File: src/hdl/sceq_pkg.sv
package sceq_pkg;

  localparam int KIND_W    = 8;
  localparam int TIME_W    = 32;
  localparam int DELAY_W   = 31;
  localparam int FRAME_W   = 20;
  localparam int OCC_W     = 5;
  localparam int CFG_IDX_W = 8;

  typedef enum logic [1:0] {
    FUNC_ADD       = 2'd0,
    FUNC_TICK      = 2'd1,
    FUNC_CLR_RANGE = 2'd2,
    FUNC_CLR_ALL   = 2'd3
  } func_t;

  typedef logic [KIND_W-1:0]        kind_t;
  typedef logic signed [TIME_W-1:0] qtime_t;
  typedef logic [DELAY_W-1:0]       delay_t;
  typedef logic [FRAME_W-1:0]       frame_t;
  typedef logic [OCC_W-1:0]         occ_t;
  typedef logic [CFG_IDX_W-1:0]     cfg_idx_t;

  localparam cfg_idx_t REG_FIRST_KIND = cfg_idx_t'(0);
  localparam cfg_idx_t REG_LAST_KIND  = cfg_idx_t'(1);

  localparam qtime_t TIME_MIN = qtime_t'(32'h8000_0000);

  // Per-cycle command broadcast to every cell of the chain.
  typedef struct packed {
    logic add;    // insert the new entry at its sorted place
    logic tick;   // count every entry down by the frame time
    logic pop;    // with tick: the head expired, shift everything left
    logic shift;  // remove the first entry in the kind range
  } cell_ctl_t;

endpackage

File: src/hdl/sceq_in_if.sv
interface sceq_in_if;
  logic             valid;
  logic             ready;
  sceq_pkg::func_t  func;
  sceq_pkg::kind_t  event_kind;
  sceq_pkg::delay_t delay;
  sceq_pkg::frame_t frame_time;

  modport source (output valid, func, event_kind, delay, frame_time, input ready);
  modport sink (input valid, func, event_kind, delay, frame_time, output ready);
endinterface

File: src/hdl/sceq_out_if.sv
interface sceq_out_if;
  logic            valid;
  logic            ready;
  logic            fired;
  sceq_pkg::kind_t fired_kind;
  logic            dropped;
  sceq_pkg::occ_t  occupancy;

  modport source (output valid, fired, fired_kind, dropped, occupancy, input ready);
  modport sink (input valid, fired, fired_kind, dropped, occupancy, output ready);
endinterface

File: src/hdl/sceq_cfg_if.sv
interface sceq_cfg_if;
  logic               valid;
  logic               ready;
  sceq_pkg::cfg_idx_t index;
  sceq_pkg::kind_t    data;

  modport source (output valid, index, data, input ready);
  modport sink (input valid, index, data, output ready);
endinterface

File: src/hdl/sceq_cell.sv
module sceq_cell (
  input  logic                clk,
  input  sceq_pkg::cell_ctl_t ctl,
  input  logic                valid,
  input  sceq_pkg::kind_t     new_kind,
  input  sceq_pkg::qtime_t    new_time,
  input  sceq_pkg::frame_t    frame_time,
  input  sceq_pkg::kind_t     first_kind,
  input  sceq_pkg::kind_t     last_kind,
  input  sceq_pkg::kind_t     left_kind,
  input  sceq_pkg::qtime_t    left_time,
  input  logic                left_ins,
  input  logic                hit_in,
  input  sceq_pkg::kind_t     right_kind,
  input  sceq_pkg::qtime_t    right_time,
  input  sceq_pkg::qtime_t    right_dec,
  output sceq_pkg::kind_t     cell_kind,
  output sceq_pkg::qtime_t    cell_time,
  output sceq_pkg::qtime_t    dec_time,
  output logic                ins,
  output logic                hit_out
);
  import sceq_pkg::*;

  kind_t               kind_r, kind_nxt;
  qtime_t              time_r, time_nxt;
  logic [TIME_W:0]     diff;
  logic                match;

  always_comb begin
    // Sign-extended subtract; overflow past the negative limit saturates.
    diff     = {time_r[TIME_W-1], time_r} - {{(TIME_W+1-FRAME_W){1'b0}}, frame_time};
    dec_time = (diff[TIME_W] & ~diff[TIME_W-1]) ? TIME_MIN : qtime_t'(diff[TIME_W-1:0]);
    // The insertion point is the first empty cell or the first later time.
    ins      = ~valid | (time_r > new_time);
    match    = valid & (kind_r >= first_kind) & (kind_r <= last_kind);
    hit_out  = hit_in | match;
  end

  always_comb begin
    kind_nxt = kind_r;
    time_nxt = time_r;
    if (ctl.add && ins) begin
      if (left_ins) begin
        kind_nxt = left_kind;
        time_nxt = left_time;
      end else begin
        kind_nxt = new_kind;
        time_nxt = new_time;
      end
    end else if (ctl.tick) begin
      if (ctl.pop) begin
        kind_nxt = right_kind;
        time_nxt = right_dec;
      end else begin
        time_nxt = dec_time;
      end
    end else if (ctl.shift && hit_out) begin
      kind_nxt = right_kind;
      time_nxt = right_time;
    end
  end

  always_ff @(posedge clk) begin
    kind_r <= kind_nxt;
    time_r <= time_nxt;
  end

  assign cell_kind = kind_r;
  assign cell_time = time_r;

endmodule

File: src/hdl/sorted_countdown_event_queue.sv
// Sorted countdown event queue: a chain of QUEUE_DEPTH cells, each holding
// one event kind and its remaining Q16.16 time, kept in ascending order.
// Items enter on in_ch (func selects add, tick, clear kind range or clear
// all) and every item gives exactly one result item on out_ch carrying
// fired, fired_kind, dropped and the occupancy after the operation.
// cfg_ch writes the kind range used by clear-range; it is always ready.
// Add, tick and clear-all finish in the accept cycle and their result is
// registered, so it appears in the cycle after the accept; these items can be
// taken one per cycle while out_ch keeps up.
// Clear-range removes one matching entry per cycle by shifting the cells
// behind it left; while it runs, in_ch is not ready.
// A single output register holds the result; while the receiver stalls,
// in_ch is held off only once that register is full and not being taken.
// Reset (rst_n low at a clock edge) empties the queue, clears the output
// register's valid flag and sets both range registers to zero.
module sorted_countdown_event_queue #(
  parameter int QUEUE_DEPTH = 16
) (
  input logic    clk,
  input logic    rst_n,
  sceq_in_if.sink     in_ch,
  sceq_out_if.source  out_ch,
  sceq_cfg_if.sink    cfg_ch
);
  import sceq_pkg::*;

  localparam int CNT_W = $clog2(QUEUE_DEPTH + 1);

  typedef enum logic {ST_IDLE, ST_CLR} state_t;

  state_t          state_r, state_nxt;
  logic [CNT_W-1:0] count_r, count_nxt;
  logic            out_valid_r, out_valid_nxt;
  logic            fired_r, fired_nxt;
  kind_t           fired_kind_r, fired_kind_nxt;
  logic            dropped_r, dropped_nxt;
  kind_t           first_kind_r, last_kind_r;

  logic            in_fire, out_free, full, any_hit;
  cell_ctl_t       ctl;
  qtime_t          new_time;

  kind_t           kind_q [QUEUE_DEPTH];
  qtime_t          time_q [QUEUE_DEPTH];
  qtime_t          dec_q  [QUEUE_DEPTH];
  logic            ins_q  [QUEUE_DEPTH];
  logic            hit_q  [QUEUE_DEPTH];

  assign in_fire  = in_ch.valid & in_ch.ready;
  assign out_free = ~out_valid_r | out_ch.ready;
  assign full     = (count_r == CNT_W'(QUEUE_DEPTH));
  assign any_hit  = hit_q[QUEUE_DEPTH-1];
  assign new_time = qtime_t'({1'b0, in_ch.delay});

  assign in_ch.ready = (state_r == ST_IDLE) & out_free;

  always_comb begin
    ctl.add   = in_fire & (in_ch.func == FUNC_ADD) & ~full;
    ctl.tick  = in_fire & (in_ch.func == FUNC_TICK) & (count_r != '0);
    ctl.pop   = ctl.tick & dec_q[0][TIME_W-1];
    ctl.shift = (state_r == ST_CLR) & any_hit;
  end

  genvar gi;
  generate
    for (gi = 0; gi < QUEUE_DEPTH; gi++) begin : g_cell
      kind_t  l_kind, r_kind;
      qtime_t l_time, r_time, r_dec;
      logic   l_ins, l_hit;
      if (gi == 0) begin : g_head
        assign l_kind = '0;
        assign l_time = '0;
        assign l_ins  = 1'b0;
        assign l_hit  = 1'b0;
      end else begin : g_body
        assign l_kind = kind_q[gi-1];
        assign l_time = time_q[gi-1];
        assign l_ins  = ins_q[gi-1];
        assign l_hit  = hit_q[gi-1];
      end
      if (gi == QUEUE_DEPTH - 1) begin : g_tail
        assign r_kind = '0;
        assign r_time = '0;
        assign r_dec  = '0;
      end else begin : g_inner
        assign r_kind = kind_q[gi+1];
        assign r_time = time_q[gi+1];
        assign r_dec  = dec_q[gi+1];
      end
      sceq_cell u_cell (
        .clk        (clk),
        .ctl        (ctl),
        .valid      (count_r > CNT_W'(gi)),
        .new_kind   (in_ch.event_kind),
        .new_time   (new_time),
        .frame_time (in_ch.frame_time),
        .first_kind (first_kind_r),
        .last_kind  (last_kind_r),
        .left_kind  (l_kind),
        .left_time  (l_time),
        .left_ins   (l_ins),
        .hit_in     (l_hit),
        .right_kind (r_kind),
        .right_time (r_time),
        .right_dec  (r_dec),
        .cell_kind  (kind_q[gi]),
        .cell_time  (time_q[gi]),
        .dec_time   (dec_q[gi]),
        .ins        (ins_q[gi]),
        .hit_out    (hit_q[gi])
      );
    end
  endgenerate

  always_comb begin
    state_nxt      = state_r;
    count_nxt      = count_r;
    out_valid_nxt  = out_valid_r & ~out_ch.ready;
    fired_nxt      = fired_r;
    fired_kind_nxt = fired_kind_r;
    dropped_nxt    = dropped_r;
    if (in_fire) begin
      fired_nxt      = 1'b0;
      fired_kind_nxt = '0;
      dropped_nxt    = 1'b0;
      case (in_ch.func)
        FUNC_ADD: begin
          out_valid_nxt = 1'b1;
          if (full) begin
            dropped_nxt = 1'b1;
          end else begin
            count_nxt = count_r + CNT_W'(1);
          end
        end
        FUNC_TICK: begin
          out_valid_nxt = 1'b1;
          if (ctl.pop) begin
            fired_nxt      = 1'b1;
            fired_kind_nxt = kind_q[0];
            count_nxt      = count_r - CNT_W'(1);
          end
        end
        FUNC_CLR_RANGE: begin
          state_nxt = ST_CLR;
        end
        FUNC_CLR_ALL: begin
          out_valid_nxt = 1'b1;
          count_nxt     = '0;
        end
        default: begin
          out_valid_nxt = 1'b1;
        end
      endcase
    end else if (state_r == ST_CLR) begin
      if (any_hit) begin
        count_nxt = count_r - CNT_W'(1);
      end else if (out_free) begin
        out_valid_nxt  = 1'b1;
        fired_nxt      = 1'b0;
        fired_kind_nxt = '0;
        dropped_nxt    = 1'b0;
        state_nxt      = ST_IDLE;
      end
    end
  end

  always_ff @(posedge clk) begin
    if (!rst_n) begin
      state_r     <= ST_IDLE;
      count_r     <= '0;
      out_valid_r <= 1'b0;
    end else begin
      state_r     <= state_nxt;
      count_r     <= count_nxt;
      out_valid_r <= out_valid_nxt;
    end
    fired_r      <= fired_nxt;
    fired_kind_r <= fired_kind_nxt;
    dropped_r    <= dropped_nxt;
  end

  assign cfg_ch.ready = 1'b1;

  always_ff @(posedge clk) begin
    if (!rst_n) begin
      first_kind_r <= '0;
      last_kind_r  <= '0;
    end else if (cfg_ch.valid) begin
      case (cfg_ch.index)
        REG_FIRST_KIND: first_kind_r <= cfg_ch.data;
        REG_LAST_KIND:  last_kind_r  <= cfg_ch.data;
        default: begin
        end
      endcase
    end
  end

  assign out_ch.valid      = out_valid_r;
  assign out_ch.fired      = fired_r;
  assign out_ch.fired_kind = fired_kind_r;
  assign out_ch.dropped    = dropped_r;
  assign out_ch.occupancy  = occ_t'(count_r);

  a_count_bound: assert property (@(posedge clk) disable iff (!rst_n)
    count_r <= CNT_W'(QUEUE_DEPTH))
    else $error("queue count exceeds depth");

  a_full_drop: assert property (@(posedge clk) disable iff (!rst_n)
    in_fire && (in_ch.func == FUNC_ADD) && full |=> out_ch.valid && out_ch.dropped)
    else $error("add to a full queue was not reported as dropped");

  a_empty_tick: assert property (@(posedge clk) disable iff (!rst_n)
    in_fire && (in_ch.func == FUNC_TICK) && (count_r == '0) |=> !out_ch.fired)
    else $error("tick on an empty queue fired");

  a_clr_block: assert property (@(posedge clk) disable iff (!rst_n)
    (state_r == ST_CLR) |-> !in_ch.ready)
    else $error("input taken during clear-range");

  a_head_sorted: assert property (@(posedge clk) disable iff (!rst_n)
    (count_r >= CNT_W'(2)) |-> (time_q[0] <= time_q[1]))
    else $error("head entries out of order");

endmodule
File: src/flat_wrapper.sv
// flat-port wrapper written by rule: the top's interface ports become plain ports
module sorted_countdown_event_queue_flat import sceq_pkg::*;
#(
  parameter int QUEUE_DEPTH = 16
)
  (clk, rst_n, in_ch_valid, in_ch_func, in_ch_event_kind, in_ch_delay, in_ch_frame_time, in_ch_ready, out_ch_valid, out_ch_fired, out_ch_fired_kind, out_ch_dropped, out_ch_occupancy, out_ch_ready, cfg_ch_valid, cfg_ch_index, cfg_ch_data, cfg_ch_ready);
  sceq_in_if in_ch_i ();
  sceq_out_if out_ch_i ();
  sceq_cfg_if cfg_ch_i ();
  input logic clk;
  input logic rst_n;
  input wire logic [$bits(in_ch_i.valid)-1:0] in_ch_valid;
  input wire logic [$bits(in_ch_i.func)-1:0] in_ch_func;
  input wire logic [$bits(in_ch_i.event_kind)-1:0] in_ch_event_kind;
  input wire logic [$bits(in_ch_i.delay)-1:0] in_ch_delay;
  input wire logic [$bits(in_ch_i.frame_time)-1:0] in_ch_frame_time;
  output wire logic [$bits(in_ch_i.ready)-1:0] in_ch_ready;
  output wire logic [$bits(out_ch_i.valid)-1:0] out_ch_valid;
  output wire logic [$bits(out_ch_i.fired)-1:0] out_ch_fired;
  output wire logic [$bits(out_ch_i.fired_kind)-1:0] out_ch_fired_kind;
  output wire logic [$bits(out_ch_i.dropped)-1:0] out_ch_dropped;
  output wire logic [$bits(out_ch_i.occupancy)-1:0] out_ch_occupancy;
  input wire logic [$bits(out_ch_i.ready)-1:0] out_ch_ready;
  input wire logic [$bits(cfg_ch_i.valid)-1:0] cfg_ch_valid;
  input wire logic [$bits(cfg_ch_i.index)-1:0] cfg_ch_index;
  input wire logic [$bits(cfg_ch_i.data)-1:0] cfg_ch_data;
  output wire logic [$bits(cfg_ch_i.ready)-1:0] cfg_ch_ready;
  assign in_ch_i.valid = in_ch_valid;
  assign in_ch_i.func = in_ch_func;
  assign in_ch_i.event_kind = in_ch_event_kind;
  assign in_ch_i.delay = in_ch_delay;
  assign in_ch_i.frame_time = in_ch_frame_time;
  assign in_ch_ready = in_ch_i.ready;
  assign out_ch_valid = out_ch_i.valid;
  assign out_ch_fired = out_ch_i.fired;
  assign out_ch_fired_kind = out_ch_i.fired_kind;
  assign out_ch_dropped = out_ch_i.dropped;
  assign out_ch_occupancy = out_ch_i.occupancy;
  assign out_ch_i.ready = out_ch_ready;
  assign cfg_ch_i.valid = cfg_ch_valid;
  assign cfg_ch_i.index = cfg_ch_index;
  assign cfg_ch_i.data = cfg_ch_data;
  assign cfg_ch_ready = cfg_ch_i.ready;
  sorted_countdown_event_queue #(.QUEUE_DEPTH(QUEUE_DEPTH)) u_core (.clk(clk), .rst_n(rst_n), .in_ch(in_ch_i), .out_ch(out_ch_i), .cfg_ch(cfg_ch_i));
endmodule
File: config.mk
export PLATFORM = sky130hd
export DESIGN_NAME = sorted_countdown_event_queue_flat
export DESIGN_NICKNAME = d
export VERILOG_FILES = /design/src/hdl/sceq_pkg.sv /design/src/hdl/sceq_in_if.sv /design/src/hdl/sceq_out_if.sv /design/src/hdl/sceq_cfg_if.sv /design/src/hdl/sceq_cell.sv /design/src/hdl/sorted_countdown_event_queue.sv /design/src/flat_wrapper.sv
export SDC_FILE = /design/constraint.sdc
export NUM_CORES = 2
export LEC_CHECK = 0
export BUFFER_PORTS_ARGS = -buffer_cell sky130_fd_sc_hd__buf_2
export CAP_MARGIN = 20
export CORE_MARGIN = 1
export CORE_UTILIZATION = 40
export CTS_CLUSTER_DIAMETER = 150
export DETAILED_ROUTE_END_ITERATION = 7
export PLACE_DENSITY = 0.56
export SLEW_MARGIN = 20
export SYNTH_ARGS = -nofsm -noshare
export SYNTH_HDL_FRONTEND = slang
export SYNTH_SLANG_ARGS = --single-unit
File: constraint.sdc
create_clock -name clk -period 7.2 [get_ports clk]
set_input_delay 1.08 -clock clk [delete_from_list [all_inputs] [get_ports clk]]
set_output_delay 1.08 -clock clk [all_outputs]
set_load 0.02 [all_outputs]
# Word-level counts from Yosys, hierarchy flattened
# Cells that the tools add are included.
# Widths: inputs -> output; s select.
# classes
n_shift,0
addsub,18
eq_ne,26
bitwise,125
n_reduce_logical,76
mul,0
mux,205
magnitude_cmp,64
div_mod_pow,0
# ops
operator,count
$mux 32,94
$mux 8,85
$sub 32x21->33,16
$gt 32x32->1,16
$ge 8x8->1,16
$le 8x8->1,16
$and 1x1->1,57
$ne 3x3->1 const B,18
$reduce_bool 3->1,16
$gt 5x4->1 const B,8
$not 1->1,36
$reduce_and 2->1,18
$logic_and 1x1->1,32
$or 1x1->1,32
$mux 31,1
$mux 5,5
$gt 5x3->1 const B,4
$mux 1,19
$pmux 5 s3,1
$gt 5x1->1 const B,2
$gt 5x2->1 const B,2
$eq 8x1->1 const B,1
$logic_not 8->1,1
$reduce_bool 2->1,4
13 further kinds,14
# word_totals
ram_bits,0
latchBits,0
input_bits,82
elab_cells,555
rom_bits,0
reg_bits,673
n_memories,0

# Logic depth before layout (Yosys ltp)
# logic_depth
depth_word,23
ltp_mapped,16
depth_no_buf,14

# By module
# From an unflattened synthesis, not the netlist that was laid out.
# unflattened
cells_unflattened,11780
hier_area_um2,92796.5
# modules_own_cells
module,instances,cells_each,area_per_inst_um2
sceq_cell at u_core.g_cell[0].u_cell ...,10,732,5755.5
sceq_cell at u_core.g_cell[7].u_cell ...,3,716,5594.1
sceq_cell at u_core.g_cell[6].u_cell,1,736,5649.2
sceq_cell at u_core.g_cell[12].u_cell,1,708,5566.6
sceq_cell at u_core.g_cell[5].u_cell,1,674,5505.3
sorted_countdown_event_queue,1,194,1737.9

# Worst setup path after synthesis
# Ideal clock, no wire load.
# synth_timing
path_kind,reg2reg
start,register u_core.count_r[1] (netlist: u_core.out_ch.occupancy[1])
end,"register u_core.g_cell[11].u_cell.kind_r[0], enable pin"
slack_ns,1.451
stages_incl_launch_ff,13
setup_time_ns,0.333
path_buffers,2
arrival_ns,5.416
period_less_slack_ns,5.749
required_ns,6.867
path_cell_list,dfxtp_1 > clkbuf_1 > inv_1 > ha_1 > o21ba_2 > nor2b_1 > or4_1 > o211a_1 > nand3_1 > clkbuf_1 > o31ai_1 > o21ai_0 > and2_1
# synth_via
elab_chain_cells,22
word_cells_on_any_way,77
# synth_rtl
item,line_no,rtl
from (decl),sorted_countdown_event_queue.sv:32,"logic [CNT_W-1:0] count_r, count_nxt;"
from (signal assigned),sorted_countdown_event_queue.sv:174,count_r <= count_nxt;
$gt 5x1->1,sorted_countdown_event_queue.sv:93,".valid (count_r > CNT_W'(gi)),"
$and 1x1->1 (2 in series),sceq_cell.sv:36,match = valid & (kind_r >= first_kind) & (kind_r <= last_kind);
$or 1x1->1 (15 in series),sceq_cell.sv:37,hit_out = hit_in | match;
$and 1x1->1,sorted_countdown_event_queue.sv:61,ctl.shift = (state_r == ST_CLR) & any_hit;
$logic_and 1x1->1,sceq_cell.sv:58,end else if (ctl.shift && hit_out) begin
$reduce_bool 3->1 (no line),--,
$reduce_and 2->1 (no line) *,--,
to (signal assigned),sceq_cell.sv:65,kind_r <= kind_nxt;
to (decl),sceq_cell.sv:25,"kind_t kind_r, kind_nxt;"
# Every way passes the cells marked *; elsewhere a longest branch is shown, timed or not.
# A chain may end at the register's enable or synchronous reset.

# Final worst setup path
# layout_timing
start,input in_ch_delay[20]
end,"register u_core.g_cell[13].u_cell.kind_r[4], enable pin"
# layout_via
elab_chain_cells,5
word_cells_on_any_way,6
# layout_rtl
item,line_no,rtl
from (decl),flat_wrapper.sv:15,input wire logic [$bits(in_ch_i.delay)-1:0] in_ch_delay;
$gt 32x32->1 *,sceq_cell.sv:35,ins = ~valid | (time_r > new_time);
$or 1x1->1 *,sceq_cell.sv:35,
$logic_and 1x1->1 *,sceq_cell.sv:43,if (ctl.add && ins) begin
$ne 3x3->1 (no line) or $reduce_bool 3->1 (tied branches),--,
$reduce_and 2->1 (no line) *,--,
to (signal assigned),sceq_cell.sv:65,
to (decl),sceq_cell.sv:25,
# Marked as above.

==> out/metrics.cfg <==
[placement]
portBuffers = 98
hpwl_um = 310600
place_inst = 11220
gp_congestion = 1.043

[yosys]
synthCells = 8737
synth.avg_cell_area_um2 = 8.751
synthAdderAreaFrac_pct = 18.06
synth-seq-cells = 673
synth_xor_area_share_pct = 4.605
synthSimpleGateAreaFrac_pct = 16.88
synth_edf_count = 649
ys_seq_area_share_pct = 26.12
synth_mux_area_share_pct = 7.343
synth.distinct_cells = 100
async_flop_share_pct = 0
synth_fp_nets = 9913
synth_top_family_by_area = compound AO/OA/AOI/OAI gates
synth-compound-area-share_pct = 23.79
synth_warnings = 0
synthFlopType = edfxtp_1
syn_area_um2 = 76460

[outcome]
failed_checks = design-rule violations
status = finished with violations

[timing]
finalSetupTns_ps = 0
slew_viol_final = 0
final-hold-violation-count = 0
fin_crit_ps = 6412
skew_ps = 47.39
finalSetupViolations = 0
min_period_over_period_pct = 89.05
tightest_slew_ps = 1117
slew_headroom_pct = 25.24
fmax_mhz = 156.0
rsz0062_at_grt = false

[clock_tree]
postCtsSetupBuffers = 0
cts.sinks = 673
cts_htree_levels = 3
root_buffer = clkbuf_16
cts_made_buffers = 97
clkLatencyLatePin_ps = 790
clk_pin_slew_ps = 60
ctsResizeCount = 0
cts_tree = done
clockBufferDepth = 3
hold_buffers = 0

[pwr]
irDropWorstVdd_v = 0.0003646
pwr-share-seq_pct = 26.3
netSwitchingPower_mw = 19.37
p_leak_nw = 33.87
sw_frac_of_total_pct = 52.30
comb_power_share_pct = 60.4
p_clk_share_pct = 13.4
p_int_mw = 17.67
p_per_area_nw_per_um2 = 439.0

[floorplanning]
initial_utilization_pct = 40.24
die_area_um2 = 192900
ios = 100
die_x_um = 439.2
die_h_um = 439.2
num_rows = 160
core-area_um2 = 190000

[routing]
wirelength_um = 409200
dr_total_vias = 80460
wl_per_cell_um = 35.83
detail-route-antenna-nets = 0
drt_iter0_drc = 11430
firstDrtPassIters = 8
drcViolationCount = 28
via_per_inst = 7.044

[setup_path]
critPathLaunch = in_ch_delay[20]
r2r-start = u_core.g_cell[13].u_cell.cell_time[12]$_DFFE_PP_
end_kind = register
cp.arrival_ps = 6790
required_ps = 7580
path_max_fanout = 19
critPathKind = primary input to register
start_kind = primary input

[final_layout]
drive_gt1_share_pct = 8.614
nets = 9989
fin_util_pct = 44.42
final_cell_mix = 1078 x ha_1, 719 x nand2_1, 649 x edfxtp_1
area_growth_syn_to_layout_pct = 10.36
fin_cells = 11420
final_common_cell = ha_1

[global_routing]
grt_pass1_wl_um = 565900
grt_usage_pct = 40.77
antenna_found_initial = 31
grt_start_max_net_pins = 146
grt_pass1_vias = 73960
gr-total-overflow = 0

[hold_path]
hold_class = register to register
min-delay-start = u_core.last_kind_r[5]$_SDFFE_PN0P_

[run]
drv_cap = 0

[registers in the layout, indices dropped and copies added, names as in the netlist]
name and cells:
u_core.state_r 1, u_core.out_ch.occupancy 5, u_core.out_ch.dropped 1, u_core.last_kind_r 8, u_core.out_ch.fired_kind 8, u_core.out_ch.valid 1, u_core.first_kind_r 8, u_core.out_ch.fired 1
u_core.g_cell.u_cell.cell_time 512, u_core.g_cell.u_cell.cell_kind 128
[worst paths after layout]
kind	slack, ps	depth (start not counted)	end
setup / recovery	790	12	u_core.g_cell[13].u_cell.cell_kind[4]$_DFFE_PP_
hold reg to reg	520	2	u_core.last_kind_r[5]$_SDFFE_PN0P_
hold / removal	520	2	u_core.last_kind_r[5]$_SDFFE_PN0P_
setup reg to reg	1830	11	u_core.g_cell[12].u_cell.cell_time[8]$_DFFE_PP_
[logic make-up (layout without fill, tap and decap cells)]
logic type,count (synthesis),after routing
flip-flops,673,673
AND/OR/NAND/NOR,2671,2671
adder cells (fa/ha/maj),1094,1094
AO/OA/AOI/OAI,2718,2718
buffers and inverters,629,784
other,1,20
multiplexers,549,549
XOR/XNOR,402,402
[critical path, cell delays in order]
cell      delay (ps)
buf_2            630
inv_1            640
buf_4            420
ha_1             330
nand4_1           90
nor4_1           930
buf_4            300
nand3_1           80
o221ai_1         710
o22ai_4          260
nand2b_2         430
a31oi_1          830
[final cells by class]
class	count	area (um2)
clock buffers	122	2521
fillers	18750	105600
diodes	19	47.55
flip-flops and latches	673	19970
repair buffers	395	2945
well taps	2511	3142
inverters	211	792.0
multi-input cells	7435	54410
clock inverters	56	558.0
[per-stage QoR]
step	worst slack (ps)	power [mW]	hold slack [ps]	cell area, um2
6_report	788.2	37.04	521.3	84380
5_1_grt	759.6	38.41	542.8	84340
4_1_cts	1255	35.93	524.0	84320
3_5_place_dp	464.6	30.94	512.0	81240
3_3_place_gp	447.5	30.66	497.5	81230
2_1_floorplan	1451	22.58	482.6	76460
[power groups by stage]
stage	Clock, mW	Sequential, mW	Combinational [mW]
2_1_floorplan	0	7.90	14.7
3_3_place_gp	0	9.57	21.1
4_1_cts	4.95	9.48	21.5
5_1_grt	5.07	9.61	23.7
6_report	4.95	9.73	22.4
3_5_place_dp	0	9.55	21.4
[Yosys cell counts (112+ instances only)]
library cell | count | area [um2]
o21a_1 | 112 | 840.8
nor2b_1 | 117 | 732.0
ha_1 | 1078 | 13490
xor2_1 | 154 | 1349
nor2_1 | 636 | 2387
a31oi_1 | 168 | 1051
a21oi_1 | 593 | 2968
nor3_1 | 168 | 840.8
clkbuf_1 | 339 | 1272
xnor2_1 | 248 | 2172
o211ai_1 | 159 | 1194
mux2i_1 | 463 | 4634
edfxtp_1 | 649 | 19490
a21o_1 | 176 | 1321
o21ai_0 | 549 | 2748
inv_1 | 209 | 784.5
nand3_1 | 394 | 1972
nand2_1 | 723 | 2714
[routing by layer]
layer / vias to the layer above / wire length (um) / GRT usage [%]
met3: 1241 / 53190 / 12.96
li1: 34110 / - / -
met2: 5801 / 165500 / 58.11
met1: 39280 / 162700 / 53.70
met5: - / 179 / 0
met4: 26 / 27690 / 23.49
Note: power is estimated with default switching activity, not from simulation.
